`src/rfo_pkg.sv`:
```
// shared types, codes and reset constants of the reflow oven profile controller
`default_nettype none

package rfo_pkg;

    // phase codes
    localparam logic [1:0] PH_IDLE    = 2'd0;
    localparam logic [1:0] PH_PREHEAT = 2'd1;
    localparam logic [1:0] PH_REFLOW  = 2'd2;

    // configuration register indexes
    localparam logic [1:0] REG_PREHEAT_THRESHOLD   = 2'd0;
    localparam logic [1:0] REG_REFLOW_THRESHOLD    = 2'd1;
    localparam logic [1:0] REG_PREHEAT_HALF_CYCLES = 2'd2;
    localparam logic [1:0] REG_REFLOW_HALF_CYCLES  = 2'd3;

    // register reset values
    localparam logic [15:0] RST_PREHEAT_THRESHOLD   = 16'd41200;
    localparam logic [15:0] RST_REFLOW_THRESHOLD    = 16'd36000;
    localparam logic [15:0] RST_PREHEAT_HALF_CYCLES = 16'd3500;
    localparam logic [15:0] RST_REFLOW_HALF_CYCLES  = 16'd4500;

    // idle blink comes from this counter bit
    localparam int BLINK_BIT = 4;

    typedef struct packed {
        logic [15:0] preheat_threshold;
        logic [15:0] reflow_threshold;
        logic [15:0] preheat_half_cycles;
        logic [15:0] reflow_half_cycles;
    } t_cfg;

    typedef struct packed {
        logic [1:0]  phase;
        logic [15:0] tick_count;
        logic        prev_sense;
        logic [15:0] filter_value;
        logic        heat_call;
        logic        led_level;
    } t_state;

    typedef struct packed {
        logic        button_pressed;
        logic        sense_level;
        logic [15:0] adc_sample;
    } t_poll;

    typedef struct packed {
        logic        fire_triac;
        logic        led_on;
        logic [1:0]  phase;
        logic        heater_on;
        logic [15:0] filtered_level;
    } t_result;

endpackage

`default_nettype wire

```
`src/rfo_step.sv`:
```
// next-state and result logic for one poll
`default_nettype none

module rfo_step
    import rfo_pkg::*;
(
    input  var t_cfg    i_cfg,
    input  var t_state  i_state,
    input  var t_poll   i_poll,
    output t_state      o_state,
    output t_result     o_result
);

    logic        fire;
    logic [15:0] tick_inc;
    logic [15:0] filt_keep;
    logic [15:0] filt_new;
    t_state      nx;

    assign tick_inc  = i_state.tick_count + 16'd1;
    assign filt_keep = i_state.filter_value - {2'b00, i_state.filter_value[15:2]};
    assign filt_new  = {2'b00, i_poll.adc_sample[15:2]} + filt_keep;

    always_comb begin
        nx   = i_state;
        fire = 1'b0;
        if (i_state.phase != PH_PREHEAT && i_state.phase != PH_REFLOW) begin
            // idle, unused code too
            nx.phase = PH_IDLE;
            if (i_poll.button_pressed) begin
                nx.phase      = PH_PREHEAT;
                nx.led_level  = 1'b1;
                nx.tick_count = 16'd0;
            end else begin
                nx.tick_count = tick_inc;
                nx.led_level  = tick_inc[BLINK_BIT];
            end
        end else begin
            if (i_poll.sense_level) begin
                nx.prev_sense = 1'b1;
            end else begin
                if (i_state.prev_sense) begin
                    // falling edge: one half-cycle
                    fire          = i_state.heat_call;
                    nx.tick_count = tick_inc;
                    if (i_state.phase == PH_PREHEAT) begin
                        nx.led_level = ~i_state.led_level;
                    end
                end
                nx.prev_sense = 1'b0;
            end

            nx.filter_value = filt_new;

            if (i_state.phase == PH_PREHEAT) begin
                nx.heat_call = (filt_new >= i_cfg.preheat_threshold);
                if (nx.tick_count > i_cfg.preheat_half_cycles) begin
                    nx.phase      = PH_REFLOW;
                    nx.led_level  = 1'b1;
                    nx.tick_count = 16'd0;
                end
            end else begin
                nx.heat_call = (filt_new >= i_cfg.reflow_threshold);
                if (nx.tick_count > i_cfg.reflow_half_cycles) begin
                    nx.phase      = PH_IDLE;
                    nx.tick_count = 16'd0;
                end
            end
        end
    end

    assign o_state                 = nx;
    assign o_result.fire_triac     = fire;
    assign o_result.led_on         = nx.led_level;
    assign o_result.phase          = nx.phase;
    assign o_result.heater_on      = nx.heat_call;
    assign o_result.filtered_level = nx.filter_value;

endmodule

`default_nettype wire

```
`src/reflow_oven_profile_controller_top.sv`:
```
// top level of the reflow oven profile controller: poll register, step logic, result register
`default_nettype none

// Each input beat is one poll (start button, mains sense level, left-adjusted
// thermistor sample) and yields exactly one result beat. A poll is captured in
// an input register and, once the result register is free, the step logic
// updates the controller state and loads the result register, which holds the
// result beat. The block takes one poll every cycle while the result side does
// not stall; the single state update path sets that rate. The input register
// can take a poll while a result waits to be taken. In idle the LED blinks
// from bit 4 of a poll counter and a press starts preheat; while running each
// falling sense edge counts one mains half-cycle, fires the triac when the
// heater is requested and toggles the LED in preheat. The sample is averaged
// as new = old - old/4 + sample/4 and compared with the phase threshold. When
// the half-cycle count exceeds the phase duration, preheat moves to reflow and
// reflow returns to idle. Registers: 0 preheat threshold, 1 reflow threshold,
// 2 preheat half-cycles, 3 reflow half-cycles; write them only while no poll
// is in flight.
module reflow_oven_profile_controller_top
    import rfo_pkg::*;
(
    input  wire         i_clk,
    input  wire         i_rst_n,

    // configuration write port
    input  wire         i_cfg_we,
    input  wire  [1:0]  i_cfg_index,
    input  wire  [15:0] i_cfg_data,

    // poll channel
    input  wire         i_in_valid,
    output logic        o_in_stall,
    input  wire         i_button_pressed,
    input  wire         i_sense_level,
    input  wire  [15:0] i_adc_sample,

    // result channel
    output logic        o_out_valid,
    input  wire         i_out_stall,
    output logic        o_fire_triac,
    output logic        o_led_on,
    output logic [1:0]  o_phase,
    output logic        o_heater_on,
    output logic [15:0] o_filtered_level
);

    t_cfg    r_cfg;
    t_state  r_state;
    t_state  n_state;
    t_poll   r_in;
    logic    r_in_valid;
    t_result r_out;
    t_result n_out;
    logic    r_out_valid;

    logic    out_free;     // result register can take a new beat
    logic    step_go;      // poll in the input register is processed now
    logic    in_take;      // poll beat accepted

    assign out_free = ~r_out_valid | ~i_out_stall;
    assign step_go  = r_in_valid & out_free;
    assign in_take  = i_in_valid & ~o_in_stall;

    // input register is busy only while its poll cannot move on
    assign o_in_stall = r_in_valid & ~out_free;

    // configuration registers
    always_ff @(posedge i_clk) begin
        if (!i_rst_n) begin
            r_cfg.preheat_threshold   <= RST_PREHEAT_THRESHOLD;
            r_cfg.reflow_threshold    <= RST_REFLOW_THRESHOLD;
            r_cfg.preheat_half_cycles <= RST_PREHEAT_HALF_CYCLES;
            r_cfg.reflow_half_cycles  <= RST_REFLOW_HALF_CYCLES;
        end else if (i_cfg_we) begin
            case (i_cfg_index)
                REG_PREHEAT_THRESHOLD:   r_cfg.preheat_threshold   <= i_cfg_data;
                REG_REFLOW_THRESHOLD:    r_cfg.reflow_threshold    <= i_cfg_data;
                REG_PREHEAT_HALF_CYCLES: r_cfg.preheat_half_cycles <= i_cfg_data;
                REG_REFLOW_HALF_CYCLES:  r_cfg.reflow_half_cycles  <= i_cfg_data;
                default: ;
            endcase
        end
    end

    // poll register
    always_ff @(posedge i_clk) begin
        if (!i_rst_n) begin
            r_in_valid <= 1'b0;
        end else if (in_take) begin
            r_in_valid <= 1'b1;
        end else if (step_go) begin
            r_in_valid <= 1'b0;
        end
    end

    always_ff @(posedge i_clk) begin
        if (in_take) begin
            r_in.button_pressed <= i_button_pressed;
            r_in.sense_level    <= i_sense_level;
            r_in.adc_sample     <= i_adc_sample;
        end
    end

    rfo_step u_step (
        .i_cfg    (r_cfg),
        .i_state  (r_state),
        .i_poll   (r_in),
        .o_state  (n_state),
        .o_result (n_out)
    );

    // controller state, advances once per processed poll
    always_ff @(posedge i_clk) begin
        if (!i_rst_n) begin
            r_state.phase        <= PH_IDLE;
            r_state.tick_count   <= 16'd0;
            r_state.prev_sense   <= 1'b0;
            r_state.filter_value <= 16'd0;
            r_state.heat_call    <= 1'b0;
            r_state.led_level    <= 1'b0;
        end else if (step_go) begin
            r_state <= n_state;
        end
    end

    // result register
    always_ff @(posedge i_clk) begin
        if (!i_rst_n) begin
            r_out_valid <= 1'b0;
        end else if (out_free) begin
            r_out_valid <= r_in_valid;
        end
    end

    always_ff @(posedge i_clk) begin
        if (step_go) begin
            r_out <= n_out;
        end
    end

    assign o_out_valid      = r_out_valid;
    assign o_fire_triac     = r_out.fire_triac;
    assign o_led_on         = r_out.led_on;
    assign o_phase          = r_out.phase;
    assign o_heater_on      = r_out.heater_on;
    assign o_filtered_level = r_out.filtered_level;

    // the input side only holds off while a poll is parked
    a_stall_needs_poll: assert property (@(posedge i_clk) disable iff (!i_rst_n)
        o_in_stall |-> r_in_valid)
        else $error("input stalled with empty poll register");

    // state moves only when a poll is processed
    a_state_holds: assert property (@(posedge i_clk) disable iff (!i_rst_n)
        !step_go |=> $stable(r_state))
        else $error("controller state changed without a poll");

    // a press in idle lands in preheat with a cleared counter and the led lit
    a_start: assert property (@(posedge i_clk) disable iff (!i_rst_n)
        (step_go && r_in.button_pressed && r_state.phase != PH_PREHEAT
            && r_state.phase != PH_REFLOW)
        |=> (r_state.phase == PH_PREHEAT && r_state.tick_count == 16'd0
            && r_state.led_level))
        else $error("start poll did not enter preheat cleanly");

    // a processed poll always produces a result beat
    a_result_follows: assert property (@(posedge i_clk) disable iff (!i_rst_n)
        step_go |=> r_out_valid)
        else $error("processed poll left no result");

endmodule

`default_nettype wire

```
`config.mk`:
```
export PLATFORM = sky130hd
export DESIGN_NAME = reflow_oven_profile_controller_top
export DESIGN_NICKNAME = d
export VERILOG_FILES = /design/src/rfo_pkg.sv /design/src/rfo_step.sv /design/src/reflow_oven_profile_controller_top.sv
export SDC_FILE = /design/constraint.sdc
export NUM_CORES = 1
export LEC_CHECK = 0
export ABC_AREA = 1
export ABC_CLOCK_PERIOD_IN_PS = 4000
export BUFFER_PORTS_ARGS = -buffer_cell sky130_fd_sc_hd__buf_2
export CAP_MARGIN = 5
export CORE_MARGIN = 2
export CORE_UTILIZATION = 47
export DETAILED_ROUTE_END_ITERATION = 8
export GPL_TIMING_DRIVEN = 0
export SYNTH_ARGS = -nofsm -noshare
export SYNTH_HDL_FRONTEND = slang
export SYNTH_HIERARCHICAL = 1
export SYNTH_SLANG_ARGS = --single-unit
```
`constraint.sdc`:
```
create_clock -name i_clk -period 4 [get_ports i_clk]
set_clock_uncertainty 0.05 [all_clocks]
set_input_delay 0.6 -clock i_clk [delete_from_list [all_inputs] [get_ports i_clk]]
set_output_delay 0.6 -clock i_clk [all_outputs]
set_load 0.05 [all_outputs]
```
==> run metrics <==
crit end category=register; cells along the critical path=inv_1 > fa_1 > inv_1 > ha_1 > a21o_1 > nor2_1 > nand2_2 > xor2_1 > ha_1 > a21oi_1 > o21a_1 > nand2_1 > nand2_1 > nand4_1 > nand3_1 > nand2_2 > buf_4 > nand3b_1 > nand2_1 > nor2_1; hold path start=i_adc_sample[10]; syn_nets=1,542; pwr/cell area=455 mW/mm^2; final setup violation count=0; Critical Path Fanout Max=4; Nets=1,620; area grow syn2layout=14.5%; crit-path most repeated cell=nand2_1; row count=52; CTS root buffer=clkbuf_16; Tmin final=3780 ps; worst r2r dst=r_state[1]; Slew Limit Fails=0; CTS tree=done; CP Class=reg -> reg; CTS Sinks=140; Worst path slowest cell=fa_1; Num CTS Buffers=17; hold path cells=1; Least-Margin Pin Slew=788 ps; Worst-Skew Late Latency=430 ps; CP bufs+invs=3; CP peak stage delay=540 ps; Worst Hold End=r_in[10]; post-route insts no fill=1,766; DR iter-0 viols=508; peak supply drop=0.272 mV; Total Power=5.11 mW; Worst R2R Path Depth=20; fmax=264 MHz; Routed Antenna Nets=0; filler instances=2,027; Hold-fix buffers, CTS=0; Routed WL per cell=15.3 um; Post-route DRC=0; core area=0.0204 sq mm; initial antenna violation count=0; Reg clk slew, reported paths=70 ps; full die area=0.0220 sq mm; Port Buf Inserts=58; Post-Layout Inst Area=0.0112 sq mm; hpwl dp=20,500 um; Worst Path Required=4270 ps; Static Leakage=5.70 nW; post-synthesis cell count=1,405; vias in the first global route=8,414; worst r2r src=r_state[8]; GP Congestion=0.902; starting density of the core=48.2%; H-tree depth=4; drt total wl=27,000 um; die height=148 um; Bufs on Longest Clock Path=2; mean area per synthesized cell=6.98 sq um; grt ovf=0; Placed Area=0.0105 sq mm; status=finished clean; maxcap violations=0; placed cells=1,734; gr usage total=25.3%; Mapped Area=0.00981 sq mm; pin count of the biggest net entering global routing=17; n_diodes=0; slew margin rel.=47.4%; Worst Hold Class=in -> reg; DIE WIDTH=148 um; setup TNS=0 ps; critical path arrival=4050 ps; first-pass GRT wire length=43,400 um; CP startpoint kind=register; IO Count=64; layout cell share with drive strength beyond 1=14.3%; Vias/cell=4.92; final hold violations=0; router iterations before antenna repair=8; synth warn=6; period utilization=94.5%; family with the most delay on the worst path=adder cells; routed vias=8,689; r2r setup slk=220 ps; worst hold slack=294 ps
[sequential cells by signal, indices dropped and copies added (netlist names)]
signal and cells:
r_cfg 64, r_state 37, o_filtered_level 16, r_in 16, o_phase 2, o_fire_triac 1
o_heater_on 1, o_led_on 1, o_out_valid 1, r_in_valid 1
[power breakdown]
part           internal [mW]  switching, mW  total (mW)  leakage (nW)
clock network          0.981          0.664        1.65         0.299
registers               1.56         0.0611        1.62          1.21
logic                  0.700           1.14        1.84          4.19
total                   3.24           1.87        5.11          5.70
[placed cells by master (no fill, tap or decap), types with 7 or more instances in the layout]
cell       count
a21oi_1       81
buf_2         78
buf_4         23
buf_6          8
clkbuf_1      16
clkbuf_16     18
dfxtp_1       95
dfxtp_2        7
edfxtp_1      37
fa_1          13
ha_1          72
inv_1        230
nand2_1      355
nand2_2       19
nand3_1       85
nand3b_1      40
nand4_1       10
nor2_1       169
o21ai_0       15
o21ai_1       13
o21bai_1      11
xor2_1        11
[worst max-delay path by stage]
| stage | startpoint | endpoint | slack, ps | depth (start not counted) |
|---|---|---|---|---|
| floorplan | r_state[12] | r_state[1] | 550 | 21 |
| global placement | r_state[12] | r_state[1] | 80 | 21 |
| detailed placement | r_state[12] | r_state[1] | 80 | 21 |
| CTS | r_state[12] | r_state[1] | 50 | 21 |
| global route | r_state[8] | r_state[1] | -20 | 23 |
| finish | r_state[8] | r_state[1] | 220 | 20 |
[metal layers]
metal  routed length, um  global-route usage (%)
met2               12900                    43.4
met4                 799                    9.10
met5                   0                       0
met3                 753                    3.62
met1               12500                    32.7
[metrics by stage]
stage          utilization (%)  setup WS (ps)
2_1_floorplan                -            550
3_3_place_gp              51.3           79.6
3_5_place_dp              51.4           83.9
4_1_cts                   54.3           51.6
5_1_grt                   55.2          -23.8
6_report                  55.2            219
[cell type report]
class,count,area [sq um],area share (%)
well taps,270,338,3.01
plain buffers,70,434,3.86
multi-input cells,960,5480,48.8
clock inverters,11,128,1.14
flip-flops and latches,140,3190,28.4
inverters,235,882,7.85
repair buffers,59,318,2.83
clock buffers,21,472,4.20
[worst register-to-register path: cells and delay by family, from the launching register on]
kind                       cells  cell delay [ps]
adders and majority gates      3             1220
and+or+nand+nor               10              910
AOI/OAI and AO/OA              3              500
xor gates and xnor gates       1              380
DFF                            1              360
buffers and inverters          3              260
[what timing repair did]
action	4_1_cts	5_1_grt
setup buffers	0	0
setup endpoints to repair	0	2
resized for setup	0	39
(Power assumes the default switching activity.)
